### src/rtl/ctb_pkg.sv
`default_nettype none
// ----------------------------------------------------------------------------
// Contact tangent basis package
// Shared widths, transaction types and fixed-point helpers for the tangent
// basis pipeline.
// ----------------------------------------------------------------------------
package ctb_pkg;

   // Fixed-point format of every vector component
   localparam int FRAC_BITS = 14;
   localparam int IN_W      = 16;
   localparam int OUT_W     = 16;
   localparam int MARGIN_W  = 15;
   localparam int ONE       = 1 << FRAC_BITS;

   // Saturated component width, margin compare width
   localparam int ONE_W = FRAC_BITS + 2;
   localparam int GAP_W = IN_W + 3;

   // Planar length: s = nx^2 + ny^2, root of s * 2^16
   localparam int ROOT_SHIFT = 16;
   localparam int S_W        = 2 * IN_W;
   localparam int V_W        = S_W + ROOT_SHIFT;
   localparam int L_W        = V_W / 2;

   // Rounded divide |n| * ONE * 256 / L
   localparam int MAG_W   = IN_W + 1;
   localparam int N_W     = MAG_W + FRAC_BITS + 8;
   localparam int NUM_W   = N_W + 2;
   localparam int DEN_W   = L_W + 1;
   localparam int Q_W     = FRAC_BITS + 2;
   localparam int R_W     = NUM_W + 1;

   // Cross product widths
   localparam int P_W  = ONE_W + IN_W;
   localparam int D_W  = P_W + 1;
   localparam int CL_W = ONE_W + OUT_W;

   // Accept edge to result strobe, in clock cycles
   localparam int LAT = L_W + Q_W + 6;

   localparam logic signed [OUT_W-1:0] ONE_OUT = OUT_W'(ONE);
   localparam logic signed [D_W:0]     ONE_WIDE = (D_W + 1)'(ONE);
   localparam logic signed [CL_W-1:0]  OUT_MAX = CL_W'((1 << (OUT_W - 1)) - 1);
   localparam logic signed [CL_W-1:0]  OUT_MIN = -CL_W'(1 << (OUT_W - 1));

   typedef enum logic [1:0] {
      MODE_GENERAL,
      MODE_POLE_POS,
      MODE_POLE_NEG,
      MODE_DEGEN
   } basis_mode_type;

   typedef struct packed {
      logic signed [IN_W-1:0] normal_x;
      logic signed [IN_W-1:0] normal_y;
      logic signed [IN_W-1:0] normal_z;
   } req_type;

   typedef struct packed {
      logic signed [OUT_W-1:0] tangent_a_x;
      logic signed [OUT_W-1:0] tangent_a_y;
      logic signed [OUT_W-1:0] tangent_a_z;
      logic signed [OUT_W-1:0] tangent_b_x;
      logic signed [OUT_W-1:0] tangent_b_y;
      logic signed [OUT_W-1:0] tangent_b_z;
      logic                    degenerate;
   } rsp_type;

   typedef struct packed {
      logic           valid;
      basis_mode_type mode;
      req_type        req;
   } side_type;

   // Clamp to [-ONE, ONE]
   function automatic logic signed [ONE_W-1:0] sat_unit(input logic signed [D_W:0] v);
      logic signed [D_W:0] r;
      if (v > ONE_WIDE) begin
         r = ONE_WIDE;
      end else if (v < -ONE_WIDE) begin
         r = -ONE_WIDE;
      end else begin
         r = v;
      end
      return ONE_W'(r);
   endfunction

   // Scale by 2^-FRAC_BITS, round to nearest, ties away from zero
   function automatic logic signed [D_W:0] scale_down(input logic signed [D_W-1:0] p);
      logic           neg;
      logic [D_W-1:0] mag;
      logic [D_W:0]   sum;
      logic [D_W:0]   q;
      neg = p[D_W-1];
      mag = neg ? D_W'(-p) : D_W'(p);
      sum = {1'b0, mag} + (D_W + 1)'(1 << (FRAC_BITS - 1));
      q   = sum >> FRAC_BITS;
      return neg ? -$signed(q) : $signed(q);
   endfunction

   // Clamp to the output field range
   function automatic logic signed [OUT_W-1:0] to_out(input logic signed [ONE_W-1:0] v);
      logic signed [CL_W-1:0] e;
      logic signed [CL_W-1:0] r;
      e = CL_W'(v);
      if (e > OUT_MAX) begin
         r = OUT_MAX;
      end else if (e < OUT_MIN) begin
         r = OUT_MIN;
      end else begin
         r = e;
      end
      return OUT_W'(r);
   endfunction

endpackage
`default_nettype wire

### src/rtl/ctb_sqrt.sv
`default_nettype none
// ----------------------------------------------------------------------------
// Pipelined integer square root
// One root bit per register stage; floor(sqrt(v_in)) leaves the last stage.
// ----------------------------------------------------------------------------
module ctb_sqrt (
   input  wire logic                  clock,
   input  wire logic [ctb_pkg::V_W-1:0] v_in,
   output logic      [ctb_pkg::L_W-1:0] root
);
   import ctb_pkg::*;

   logic [V_W-1:0] rem_ff [0:L_W-1];
   logic [V_W-1:0] res_ff [0:L_W-1];

   for (genvar j = 0; j < L_W; j++) begin : g_step
      localparam logic [V_W-1:0] BIT = V_W'(1) << (V_W - 2 - 2 * j);
      logic [V_W-1:0] rem_prev;
      logic [V_W-1:0] res_prev;
      logic [V_W-1:0] trial;
      logic [V_W-1:0] rem_in;
      logic [V_W-1:0] res_in;

      // Take the previous stage, or the operand at the first step
      if (j == 0) begin : g_first
         assign rem_prev = v_in;
         assign res_prev = '0;
      end else begin : g_next
         assign rem_prev = rem_ff[j-1];
         assign res_prev = res_ff[j-1];
      end

      // Try one root bit
      always_comb begin
         trial = res_prev + BIT;
         if (rem_prev >= trial) begin
            rem_in = rem_prev - trial;
            res_in = (res_prev >> 1) + BIT;
         end else begin
            rem_in = rem_prev;
            res_in = res_prev >> 1;
         end
      end

      always_ff @(posedge clock) begin
         rem_ff[j] <= rem_in;
         res_ff[j] <= res_in;
      end
   end

   assign root = res_ff[L_W-1][L_W-1:0];

endmodule
`default_nettype wire

### config.mk
export PLATFORM = sky130hd
export DESIGN_NAME = ctb_sqrt
export DESIGN_NICKNAME = d
export VERILOG_FILES = /design/src/rtl/ctb_pkg.sv /design/src/rtl/ctb_sqrt.sv
export SDC_FILE = /design/constraint.sdc
export NUM_CORES = 2
export LEC_CHECK = 0
export ABC_CLOCK_PERIOD_IN_PS = 3800
export BUFFER_PORTS_ARGS = -buffer_cell sky130_fd_sc_hd__buf_2
export CORE_UTILIZATION = 45
export DETAILED_ROUTE_END_ITERATION = 8
export PLACE_DENSITY = 0.63
export SETUP_SLACK_MARGIN = 0.3
export SLEW_MARGIN = 20
export SYNTH_ARGS = -nofsm -noshare
export SYNTH_HDL_FRONTEND = slang
export SYNTH_SLANG_ARGS = --single-unit
### constraint.sdc
create_clock -name clock -period 3.8 [get_ports clock]
set_input_delay 0.19 -clock clock [delete_from_list [all_inputs] [get_ports clock]]
set_output_delay 0.19 -clock clock [all_outputs]
set_load 0.02 [all_outputs]
# [Yosys cells after proc, flatten, opt, wreduce, memory -nomap -nowiden]
# Memories as Yosys holds them, arrays and structs flattened.
# Cells that the tools add are included.
[totals] reg_bits=0 mem_bits_rw=2304 in_bits=49 out_inout_bits=24 word_cells=144 mem_count=2
[op_classes] add_sub_neg=70 n_lt_le_gt_ge=24 n_mux=48
[memory_table] name="rem_ff" words=24 word_bits=48 read_ports=23 rd_clocked_by_memory_dff=0 write_ports=24 line="ctb_sqrt.sv:13" source="logic [V_W-1:0] rem_ff [0:L_W-1];"
[memory_table] name="res_ff" words=24 word_bits=48 read_ports=24 rd_clocked_by_memory_dff=0 write_ports=24 line="ctb_sqrt.sv:14" source="logic [V_W-1:0] res_ff [0:L_W-1];"
[ops] operator="$mux 48" count=47
[ops] operator="$ge 48x48->1" count=23
[ops] operator="$sub 48x48->48" count=23
[ops] operator="$add 47x1->48 const B" count=1
[ops] operator="$add 47x11->48 const B" count=1
[ops] operator="$add 47x13->48 const B" count=1
[ops] operator="$add 47x15->48 const B" count=1
[ops] operator="$add 47x17->48 const B" count=1
[ops] operator="$add 47x19->48 const B" count=1
[ops] operator="$add 47x21->48 const B" count=1
[ops] operator="$add 47x23->48 const B" count=1
[ops] operator="$add 47x25->48 const B" count=1
[ops] operator="$add 47x27->48 const B" count=1
[ops] operator="$add 47x29->48 const B" count=1
[ops] operator="$add 47x3->48 const B" count=1
[ops] operator="$add 47x31->48 const B" count=1
[ops] operator="$add 47x33->48 const B" count=1
[ops] operator="$add 47x35->48 const B" count=1
[ops] operator="$add 47x37->48 const B" count=1
[ops] operator="$add 47x39->48 const B" count=1
[ops] operator="$add 47x41->48 const B" count=1
[ops] operator="$add 47x43->48 const B" count=1
[ops] operator="$add 47x45->48 const B" count=1
[ops] operator="$add 47x5->48 const B" count=1
[ops] operator="other kinds (28)" count=28

# [Longest topological paths before layout]
# An unclocked memory read counts as a cell.
[depth] depth_word=4 depth_mapped=13 depth_no_buf=11

# [Least setup slack after synthesis]
# OpenSTA, ideal clock, no wires.
[synth_timing] path_type="register to register" startpoint="memory res_ff[2][107] (netlist name)" endpoint="memory rem_ff[4][186] (netlist name)" setup_ps=134 arrival_ps=2908 t_required_ps=3666 path_slack_ps=758 path_stages_with_launch=11 path_buffers=1 period_less_slack_ps=3042 path_cell_list="dfxtp_1 -> inv_1 -> ha_1 -> or4b_1 -> or4_1 -> and3_1 -> o21a_1 -> or4_1 -> clkbuf_1 -> nor4_1 -> xor2_1"
[synth_lines] item="start: declaration" line="ctb_sqrt.sv:14"
[synth_lines] item="end: declaration" line="ctb_sqrt.sv:13"

==> flow_summary.yaml <==
run_status:
  outcome: "finished, final reports clean"
global_routing:
  grtUsageMet1_pct: 23.81
  grt.total_usage_pct: 19.97
  grt_pass1_wl_mm: 191.2
  grt_pass1_vias: 37110
  grt_max_degree: 34
  grt.busiest_layer: "met2"
  gr-total-overflow: 0
  antenna_found_initial: 1
  grt.met3_usage_pct: 2.864
  grtUsageMet2_pct: 36.40
critical_path:
  required_ns: 4.42
  path_common_cell: "or3_1"
  path_class: "register to register"
  rr_endpoint: "rem_ff[4][176]"
  cp_data_arrival_time_ns: 4.00
  critPathMaxFanout: 14
  max_stage_delay_ns: 0.53
  worstSetupEndpointType: "register"
  r2r_start: "res_ff[2][107]"
  start_kind: "register"
  slowest_stage: "or4_4"
  cp_cell_sequence: "inv_1 -> ha_2 -> or4b_1 -> or4_4 -> and3_1 -> o21a_2 -> buf_4 -> or3_1 -> or3_1 -> xnor2_1"
  reg2reg_depth: 10
  regToRegSetupSlack_ns: 0.42
job:
  cap_violations: 0
clock_tree:
  insertion_delay_ns: 0.75
  clockBufferDepth: 3
  cts-root-buf: "clkbuf_16"
  h-tree-depth: 4
  cts.sinks: 1404
  cts_inserted_buffers: 141
  cts_tree: "yes"
  path_clk_slew_ns: 0.06
synth:
  synth_warnings: 0
  syn_nets: 5670
  syn_inst: 5299
  synth-seq-cells: 1404
  synthFlopType: "dfxtp_1"
  syn_area_sq_um: 52940
  synth_edf_count: 0
  synthArstFlopShare_pct: 0
  yosysSeqAreaShare_pct: 53.10
  avgSynthCellArea_sq_um: 9.990
  ys_types: 89
power_and_ir_drop:
  p_sw_share_pct: 32.35
  p_switching_uw: 15200
  vdd_ir_drop_max_uv: 505.2
  pwr-share-comb_pct: 25.1
  p_int_uw: 31790
  power_density_nw_per_um2: 772.9
  clkPwrFrac_pct: 30.2
  p_seq_share_pct: 44.7
  leakagePower_uw: 0.02752
timing:
  hold_viol: 0
  tightest_slew_ns: 0.8541
  max_freq_mhz: 295.8
  min_period_ns: 3.381
  rsz0062_at_grt: "false"
  tns_ns: 0
  setup_viol: 0
  finalCritPeriodShare_pct: 88.97
  finalClockSkew_ns: 0.05145
  final-max-slew-violation-count: 0
  relSlewSlack_pct: 42.85
  holdWs_ns: 0.08945
drt:
  drc: 0
  dr.pass1.iters: 5
  avgViaCountPerCell: 5.200
  ant_nets: 0
  wire_per_inst_microns: 16.55
  wl_mm: 118.6
  drtIter0Drc: 2001
  num_vias: 37250
floorplan:
  dieArea_sq_um: 119000
  start_util_pct: 45.49
  die_h_microns: 345.0
  num_rows: 125
  ios: 73
  die_x_microns: 345.0
  core_area_sq_um: 116400
placement:
  gp_congestion: 0.8848
  dpl.hpwl_mm: 90.84
  port_buffers: 72
cells_and_area:
  multi_input_area_sq_um: 23020
  diodes: 0
  nNetsFinal: 5900
  fill_cells: 10380
  drive_above_1_share_pct: 8.211
  regArea_sq_um: 28110
  areaGrowthSynthToFinish_pct: 14.84
hold_path:
  hp-start: "v_in[40]"
  hold_depth: 2
  holdPathEnd: "rem_ff[0][40]"
  hold_class: "input port to register"
timing repair:
item,in CTS,in global routing
hold endpoints to repair,49,0
gates cloned,0,0
setup endpoints to repair,4,82
setup buffers,2,4
pin swaps,1,3
hold buffers,49,0
resized for setup,2,23
cells by family after synthesis:
| kind of cell | Yosys count | share of synthesized area, % |
|---|---|---|
| simple gates | 1550 | 15.29 |
| flops | 1404 | 53.10 |
| compound gates | 1019 | 11.93 |
| buf+inv | 504 | 3.656 |
| xor+xnor | 471 | 7.807 |
| fa+ha+maj | 322 | 7.611 |
| mux | 29 | 0.6145 |
cell usage after synthesis (81+ instances only):
master | n | area (sq um)
nand4_1 | 81 | 506.7
o21ai_0 | 323 | 1617
xnor2_1 | 204 | 1787
ha_1 | 322 | 4029
a21oi_1 | 270 | 1351
nor4_1 | 184 | 1151
dfxtp_1 | 1404 | 28110
nand2_1 | 390 | 1464
nor2_1 | 280 | 1051
a21o_1 | 95 | 713.2
inv_1 | 406 | 1524
nor3_1 | 156 | 780.8
xor2_1 | 266 | 2330
cell type report:
type | instances | share of cell area [%]
flip-flops and latches | 1404 | 46.23
well taps | 1524 | 3.137
repair buffers | 181 | 2.140
inverters | 410 | 2.531
clock inverters | 67 | 1.574
multi-input cells | 3391 | 37.87
clock buffers | 186 | 6.512
worst max-delay path, delay by kind of cell, from the launching register on:
family	cells	cell delay, ns
and+or+nand+nor	5	1.95
xor gates and xnor gates	1	0.13
adders and majority gates	1	0.37
AOI/OAI and AO/OA	1	0.25
DFF	1	0.32
buffers and inverters	2	0.23
power groups by stage:
stage               sequential [uW]  clock [uW]  combinational, uW
CTS                           21000       14500              11800
global placement              21300           0              11500
global route                  21400       15200              13300
floorplan                     20200           0               9200
finish                        21000       14200              11800
detailed placement            21300           0              11600
registers in the layout, summed over array words and instances (netlist names):
| name | cells |
|---|---|
| rem_ff | 1104 |
| res_ff | 300 |
routing by layer:
layer  up-vias  routed length, microns
met4         0                    3186
met1     17460                   51800
li1      18990                       -
met3       207                    3769
met2       590                   59810
met5         -                       0
worst max-delay path by stage:
| stage | startpoint | to | depth (start not counted) |
|---|---|---|---|
| global route | res_ff[2][76] | rem_ff[4][139] | 10 |
| floorplan | res_ff[2][107] | rem_ff[4][186] | 10 |
| finish | res_ff[2][107] | rem_ff[4][176] | 10 |
| global placement | res_ff[2][246] | rem_ff[5][143] | 10 |
| detailed placement | res_ff[2][107] | rem_ff[4][189] | 10 |
| CTS | res_ff[2][246] | rem_ff[5][143] | 10 |
layout by cell type (no fill, tap or decap), types with 77 or more instances in the layout:
cell type and count:
dfxtp_1 1404, inv_1 405, nand2_1 390, ha_1 321
o21ai_0 319, nor2_1 279, xor2_1 266, a21oi_1 265
xnor2_1 204, nor4_1 181, nor3_1 152, clkbuf_16 142
a21o_1 95, nand4_1 81, nand3_1 77
metrics by stage:
stage               cells  setup WS [ns]  util, %  instance area [sq um]  total power (uW)
floorplan            5299         0.7580        -                  52940             29400
global placement     6855         0.3892    47.49                  55260             32810
detailed placement   6855         0.3310    47.49                  55260             32960
CTS                  7159         0.3162    52.15                  60680             47320
global route         7163         0.2961    52.25                  60790             49870
finish               7163         0.4193    52.25                  60790             46990
Note: power is estimated with default switching activity, not from simulation.
