<file path="config.mk">
export PLATFORM = sky130hd
export DESIGN_NAME = ctb_div
export DESIGN_NICKNAME = d
export VERILOG_FILES = /design/src/rtl/ctb_pkg.sv /design/src/rtl/ctb_div.sv
export SDC_FILE = /design/constraint.sdc
export NUM_CORES = 2
export LEC_CHECK = 0
export ABC_AREA = 1
export CAP_MARGIN = 10
export CORE_MARGIN = 3
export CORE_UTILIZATION = 34
export DETAILED_ROUTE_END_ITERATION = 8
export DONT_BUFFER_PORTS = 1
export PLACE_DENSITY = 0.51
export REMOVE_ABC_BUFFERS = 1
export SYNTH_ARGS = -nofsm -noshare
export SYNTH_HDL_FRONTEND = slang
export SYNTH_SLANG_ARGS = --single-unit
</file>
<file path="constraint.sdc">
create_clock -name clock -period 2.8 [get_ports clock]
set_clock_uncertainty 0.2 [all_clocks]
set_input_delay 0.14 -clock clock [delete_from_list [all_inputs] [get_ports clock]]
set_output_delay 0.14 -clock clock [all_outputs]
set_load 0.01 [all_outputs]
</file>
<file path="src/rtl/ctb_pkg.sv">
`default_nettype none
// ----------------------------------------------------------------------------
// Contact tangent basis package
// Shared widths, transaction types and fixed-point helpers for the tangent
// basis pipeline.
// ----------------------------------------------------------------------------
package ctb_pkg;

   // Fixed-point format of every vector component
   localparam int FRAC_BITS = 14;
   localparam int IN_W      = 16;
   localparam int OUT_W     = 16;
   localparam int MARGIN_W  = 15;
   localparam int ONE       = 1 << FRAC_BITS;

   // Saturated component width, margin compare width
   localparam int ONE_W = FRAC_BITS + 2;
   localparam int GAP_W = IN_W + 3;

   // Planar length: s = nx^2 + ny^2, root of s * 2^16
   localparam int ROOT_SHIFT = 16;
   localparam int S_W        = 2 * IN_W;
   localparam int V_W        = S_W + ROOT_SHIFT;
   localparam int L_W        = V_W / 2;

   // Rounded divide |n| * ONE * 256 / L
   localparam int MAG_W   = IN_W + 1;
   localparam int N_W     = MAG_W + FRAC_BITS + 8;
   localparam int NUM_W   = N_W + 2;
   localparam int DEN_W   = L_W + 1;
   localparam int Q_W     = FRAC_BITS + 2;
   localparam int R_W     = NUM_W + 1;

   // Cross product widths
   localparam int P_W  = ONE_W + IN_W;
   localparam int D_W  = P_W + 1;
   localparam int CL_W = ONE_W + OUT_W;

   // Accept edge to result strobe, in clock cycles
   localparam int LAT = L_W + Q_W + 6;

   localparam logic signed [OUT_W-1:0] ONE_OUT = OUT_W'(ONE);
   localparam logic signed [D_W:0]     ONE_WIDE = (D_W + 1)'(ONE);
   localparam logic signed [CL_W-1:0]  OUT_MAX = CL_W'((1 << (OUT_W - 1)) - 1);
   localparam logic signed [CL_W-1:0]  OUT_MIN = -CL_W'(1 << (OUT_W - 1));

   typedef enum logic [1:0] {
      MODE_GENERAL,
      MODE_POLE_POS,
      MODE_POLE_NEG,
      MODE_DEGEN
   } basis_mode_type;

   typedef struct packed {
      logic signed [IN_W-1:0] normal_x;
      logic signed [IN_W-1:0] normal_y;
      logic signed [IN_W-1:0] normal_z;
   } req_type;

   typedef struct packed {
      logic signed [OUT_W-1:0] tangent_a_x;
      logic signed [OUT_W-1:0] tangent_a_y;
      logic signed [OUT_W-1:0] tangent_a_z;
      logic signed [OUT_W-1:0] tangent_b_x;
      logic signed [OUT_W-1:0] tangent_b_y;
      logic signed [OUT_W-1:0] tangent_b_z;
      logic                    degenerate;
   } rsp_type;

   typedef struct packed {
      logic           valid;
      basis_mode_type mode;
      req_type        req;
   } side_type;

   // Clamp to [-ONE, ONE]
   function automatic logic signed [ONE_W-1:0] sat_unit(input logic signed [D_W:0] v);
      logic signed [D_W:0] r;
      if (v > ONE_WIDE) begin
         r = ONE_WIDE;
      end else if (v < -ONE_WIDE) begin
         r = -ONE_WIDE;
      end else begin
         r = v;
      end
      return ONE_W'(r);
   endfunction

   // Scale by 2^-FRAC_BITS, round to nearest, ties away from zero
   function automatic logic signed [D_W:0] scale_down(input logic signed [D_W-1:0] p);
      logic           neg;
      logic [D_W-1:0] mag;
      logic [D_W:0]   sum;
      logic [D_W:0]   q;
      neg = p[D_W-1];
      mag = neg ? D_W'(-p) : D_W'(p);
      sum = {1'b0, mag} + (D_W + 1)'(1 << (FRAC_BITS - 1));
      q   = sum >> FRAC_BITS;
      return neg ? -$signed(q) : $signed(q);
   endfunction

   // Clamp to the output field range
   function automatic logic signed [OUT_W-1:0] to_out(input logic signed [ONE_W-1:0] v);
      logic signed [CL_W-1:0] e;
      logic signed [CL_W-1:0] r;
      e = CL_W'(v);
      if (e > OUT_MAX) begin
         r = OUT_MAX;
      end else if (e < OUT_MIN) begin
         r = OUT_MIN;
      end else begin
         r = e;
      end
      return OUT_W'(r);
   endfunction

endpackage
`default_nettype wire

</file>
<file path="src/rtl/ctb_div.sv">
`default_nettype none
// ----------------------------------------------------------------------------
// Pipelined restoring divider
// One quotient bit per register stage; quotient must fit in Q_W bits.
// ----------------------------------------------------------------------------
module ctb_div (
   input  wire logic                      clock,
   input  wire logic [ctb_pkg::NUM_W-1:0] num,
   input  wire logic [ctb_pkg::DEN_W-1:0] den,
   output logic      [ctb_pkg::Q_W-1:0]   quot
);
   import ctb_pkg::*;

   logic [R_W-1:0]   rem_ff [0:Q_W-1];
   logic [DEN_W-1:0] den_ff [0:Q_W-1];
   logic [Q_W-1:0]   q_ff   [0:Q_W-1];

   for (genvar k = 0; k < Q_W; k++) begin : g_step
      localparam int SH = Q_W - 1 - k;
      logic [R_W-1:0]   rem_prev;
      logic [DEN_W-1:0] den_prev;
      logic [Q_W-1:0]   q_prev;
      logic [R_W-1:0]   dsh;
      logic [R_W-1:0]   rem_in;
      logic [Q_W-1:0]   q_in;

      if (k == 0) begin : g_first
         assign rem_prev = R_W'(num);
         assign den_prev = den;
         assign q_prev   = '0;
      end else begin : g_next
         assign rem_prev = rem_ff[k-1];
         assign den_prev = den_ff[k-1];
         assign q_prev   = q_ff[k-1];
      end

      // Subtract the shifted divisor when it fits
      always_comb begin
         dsh  = R_W'(den_prev) << SH;
         q_in = q_prev;
         if (rem_prev >= dsh) begin
            rem_in   = rem_prev - dsh;
            q_in[SH] = 1'b1;
         end else begin
            rem_in = rem_prev;
         end
      end

      always_ff @(posedge clock) begin
         rem_ff[k] <= rem_in;
         den_ff[k] <= den_prev;
         q_ff[k]   <= q_in;
      end
   end

   assign quot = q_ff[Q_W-1];

endmodule
`default_nettype wire

</file>
After elaboration in Yosys (flattened, before gate mapping):

Memories as Yosys holds them, arrays and structs flattened.
Index checks and enable logic that the tools add are counted.

* bits in registers: 0
* memory bits (writable): 1328
* bits of input ports: 67
* output and inout port bits: 16
* word-level logic and storage cells: 67
* memories kept: 3

Memories
* rem_ff: depth 16, width 42, read ports 15, clocked after Yosys merged registers in 0, wr ports 16, line ctb_div.sv:14 `logic [R_W-1:0] rem_ff [0:Q_W-1];`
* den_ff: depth 16, width 25, read ports 15, clocked after Yosys merged registers in 0, wr ports 16, line ctb_div.sv:15 `logic [DEN_W-1:0] den_ff [0:Q_W-1];`
* q_ff: depth 16, width 16, read ports 16, clocked after Yosys merged registers in 0, wr ports 16, line ctb_div.sv:16 `logic [Q_W-1:0] q_ff [0:Q_W-1];`

* $add $sub $neg: 16
* order comparisons: 16
* multiplexer cells: 32

Operators with widths (number)
* 42-bit two-way mux: 16
* 42-bit by 25-bit >= comparator with 1-bit output: 1
* 42-bit by 26-bit >= comparator with 1-bit output: 1
* 42-bit by 27-bit >= comparator with 1-bit output: 1
* 42-bit by 28-bit >= comparator with 1-bit output: 1
* 42-bit by 29-bit >= comparator with 1-bit output: 1
* 42-bit by 30-bit >= comparator with 1-bit output: 1
* 42-bit by 31-bit >= comparator with 1-bit output: 1
* 42-bit by 32-bit >= comparator with 1-bit output: 1
* 42-bit by 33-bit >= comparator with 1-bit output: 1
* 42-bit by 34-bit >= comparator with 1-bit output: 1
* 42-bit by 35-bit >= comparator with 1-bit output: 1
* 42-bit by 36-bit >= comparator with 1-bit output: 1
* 42-bit by 37-bit >= comparator with 1-bit output: 1
* 42-bit by 38-bit >= comparator with 1-bit output: 1
* 42-bit by 39-bit >= comparator with 1-bit output: 1
* 41-bit by 40-bit subtractor with 42-bit output: 1
* 42-bit by 25-bit subtractor with 42-bit output: 1
* 42-bit by 26-bit subtractor with 42-bit output: 1
* 42-bit by 27-bit subtractor with 42-bit output: 1
* 42-bit by 28-bit subtractor with 42-bit output: 1
* 42-bit by 29-bit subtractor with 42-bit output: 1
* 42-bit by 30-bit subtractor with 42-bit output: 1
* 42-bit by 31-bit subtractor with 42-bit output: 1
* 10 further kinds: 25

Depth between registers and ports, before layout:

An unclocked memory read counts as a cell.

* word-level depth: 3
* depth in mapped cells: 17
* depth with buffers taken out: 16

Worst setup path after synthesis:

No wires, ideal clock.

* path type: flip-flop to flip-flop
* from: memory rem_ff[1][88] in the netlist's numbering
* to: memory rem_ff[1][150] in the netlist's numbering
* library setup time: 0.112 ns
* arrival: 1.967 ns
* data required time: 2.488 ns
* slack: 0.520 ns
* stages on the path, launching flop included: 17
* path buffers: 2
* clock period less this slack: 2.280 ns
* cells stage by stage: dfxtp_1 -> inv_1 -> ha_1 -> inv_1 -> fa_1 -> nand3_1 -> nand3_2 -> nand2_1 -> nand2_1 -> nand2_1 -> nand3_2 -> nand2_1 -> nand2_2 -> buf_6 -> buf_6 -> nand2_1 -> nand2_1

RTL lines (line)
* start: declaration: ctb_div.sv:14

==> metrics.yaml <==
cts_inserted_buffers: 132
cp_num_buf_inv: 4
critPathKind: "input pin to flop"
yosysTopAreaCellShare_pct: 35.33
yosysSeqAreaShare_pct: 35.33
num_vias: 61369
rows: 159
hold_viol_final: 0
antenna_found_initial: 8
vias_per_cell: 4.724
grt_max_degree: 53
grt_pass1_vias: 59871
synth_common_cells: "nand2_1 (3,525), inv_1 (1,764), dfxtp_1 (1,141), nor2_1 (778), nand3_1 (519)"
routedWlPerCell_um: 18.75
post-synth-top-area-cell: "dfxtp_1"
drc_errors: 0
critical_path.cell_chain: "dlygate4sd3_1, dlygate4sd3_1, nor4_1, nand2_1, nor2_1, nand3_4, buf_4, nand4_1, dlygate4sd3_1, nand2_1"
fin_nets: 10868
dp_hpwl_um: 206100
pwr-share-comb_pct: 51.2
ctsHtreeMaxLevel: 4
async_flop_share_pct: 0
syn_inst: 9846
syn_area_per_cell_um2: 6.567
r2r-end: "rem_ff[1][67]"
synthFlopType: "dfxtp_1"
final-setup-viol-count: 0
grt_pass1_wl_um: 364400
setup_tns_ns: 0
pwr-share-clk_pct: 20.1
min_period_over_period_pct: 98.26
cts_tree: "built"
dr.pass1.iters: 6
die_y_um: 442.1
worst_setup_path_start_kind: "input pin"
ff2ff_setup_slack_ns: 0.09
hold_start: "q_ff[1][56]"
relSlewSlack_pct: 62.04
power.internal_mw: 47.96
clk_pin_slew_ns: 0.07
yosysWarnings: 0
synth_cell_type_count: 52
hold_path.class: "flop to flop"
drive_above_1_share_pct: 8.454
reg2regPathDepth: 12
fmax_mhz: 363.5
drt_iter0_markers: 4560
start_util_pct: 34.32
coreArea_um2: 188400
critPathArrivalTime_ns: 3.20
synth_edf_count: 0
syn2layout_area_growth_pct: 17.70
root_buffer: "clkbuf_16"
status: "finished clean"
die_area_um2: 195400
clkSinkCount: 1141
powerDensity_nw_per_um2: 1178
clockBufferDepth: 3
worst_slew_pin_slew_ns: 0.5634
synthTopCellsByArea: "dfxtp_1 (35%), nand2_1 (20%), inv_1 (10%), ha_1 (7.7%), nor2_1 (4.5%)"
ys_ff_latch: 1141
cp_num_cells: 10
p_leak_nw: 40.01
period_needed_ns: 2.751
max_stage_delay_ns: 0.66
place.gp.congestion: 0.9452
drv_cap: 0
cp-end-kind: "flop"
r2r_start: "den_ff[1][0]"
whs_path_depth: 0
finalPower_mw: 89.64
crit_top_cell: "dlygate4sd3_1"
yosysMostFrequentCell: "nand2_1"
peakVddDrop_v: 0.0006276
routed_wl_um: 243600
crit_slowest_cell: "dlygate4sd3_1"
die_w_um: 442.1
layout.area.seq_um2: 22860
grt_use_total_pct: 24.37
cp_top_family: "buffers and inverters"
worstSkewPairLatency_ns: 0.78
final_max_slew_viol_count: 0
worstHoldEndpoint: "q_ff[1][72]"
filler_cell_count: 20082
cp.required_ns: 3.25
worstPathMaxFanout: 19
switching_share_pct: 46.50
port_buffers: 0
ios: 83
switchingPower_mw: 41.68
overflow: 0
p_seq_share_pct: 28.7
crit_start: "num[0]"
syn_area_um2: 64660
multi_input_area_um2: 34460
ant_nets: 0
-- layout make-up --
class	instances	share of cell area [%]
Clock buffer	160	4.730
Clock inverter	80	1.253
Sequential cell	1141	30.04
Inverter	1779	8.816
Multi-Input combinational cell	6836	45.29
Tap cell	2495	4.102
Timing Repair Buffer	496	5.758
Antenna cell	3	0.009865
-- power by group through the flow --
stage          Sequential, mW  Clock (mW)  Combinational [mW]
2_1_floorplan            23.1           0                30.6
3_3_place_gp             26.3           0                45.1
3_5_place_dp             26.2           0                45.1
4_1_cts                  25.9        18.5                45.5
5_1_grt                  26.1        19.1                51.7
6_report                 25.7        18.0                45.9
-- through the flow --
step	setup WS [ns]	instance area, µm²	utilization, %	instances	hold slack, ns
floorplan	0.1526	63790	-	9756	-0.03228
global placement	-0.1826	69950	37.13	12613	-0.03219
detailed placement	-0.2412	69950	37.13	12613	-0.03219
CTS	0.009474	75850	40.26	12985	0.06445
global route	-0.01942	76100	40.39	12989	0.1237
finish	0.04868	76100	40.39	12990	0.1167
-- per-layer routing --
layer	share of wire (%)	GRT usage [%]	routed length (µm)
met1	43	30.32	105700
met2	49	43.58	119100
met3	4.3	2.690	10450
met4	3.4	8.139	8345
met5	0	0	0
-- cells by family after synthesis --
logic type,synth area share (%)
XOR/XNOR,3.414
buffers and inverters,11.68
adder cells (fa/ha/maj),8.205
AND/OR/NAND/NOR,34.28
AO/OA/AOI/OAI,7.089
flip-flops,35.33
-- flip-flops by register name, summed over array words and instances, names as in the netlist --
name    flops
rem_ff    630
den_ff    375
q_ff      136
-- how the worst max path moves through the flow --
stage	to	slack, ns
floorplan	rem_ff[1][146]	0.15
global placement	rem_ff[0][284]	-0.18
detailed placement	rem_ff[0][283]	-0.24
CTS	rem_ff[0][160]	0.009
global route	rem_ff[1][115]	-0.02
finish	rem_ff[0][30]	0.05
-- timing repair --
item	4_1_cts	5_1_grt
hold buffers	132	0
endpoints found under the setup margin	69	251
resized for setup	10	72
endpoints found under the hold margin	68	0
pin swaps	0	1
buffers inserted	0	2
cloned	0	0
-- cells in the final DEF (no fill, tap or decap), drive strengths merged, types with 2 or more instances in the layout --
cell type and count:
a21boi 3, a21o 10, a21oi 435, and2 16, and3 10, buf 364, bufinv 12, clkbuf 160
clkinv 43, clkinvlp 10, dfxtp 1141, diode 3, dlygate4sd3 132, fa 15, ha 400, inv 1794
nand2 3570, nand2b 2, nand3 534, nand3b 45, nand4 198, nor2 824, nor3 118, nor4 25
o211ai 4, o21a 7, o21ai 332, o21bai 24, or2 7, xnor2 119, xor2 133
Note: power is estimated with default switching activity, not from simulation.
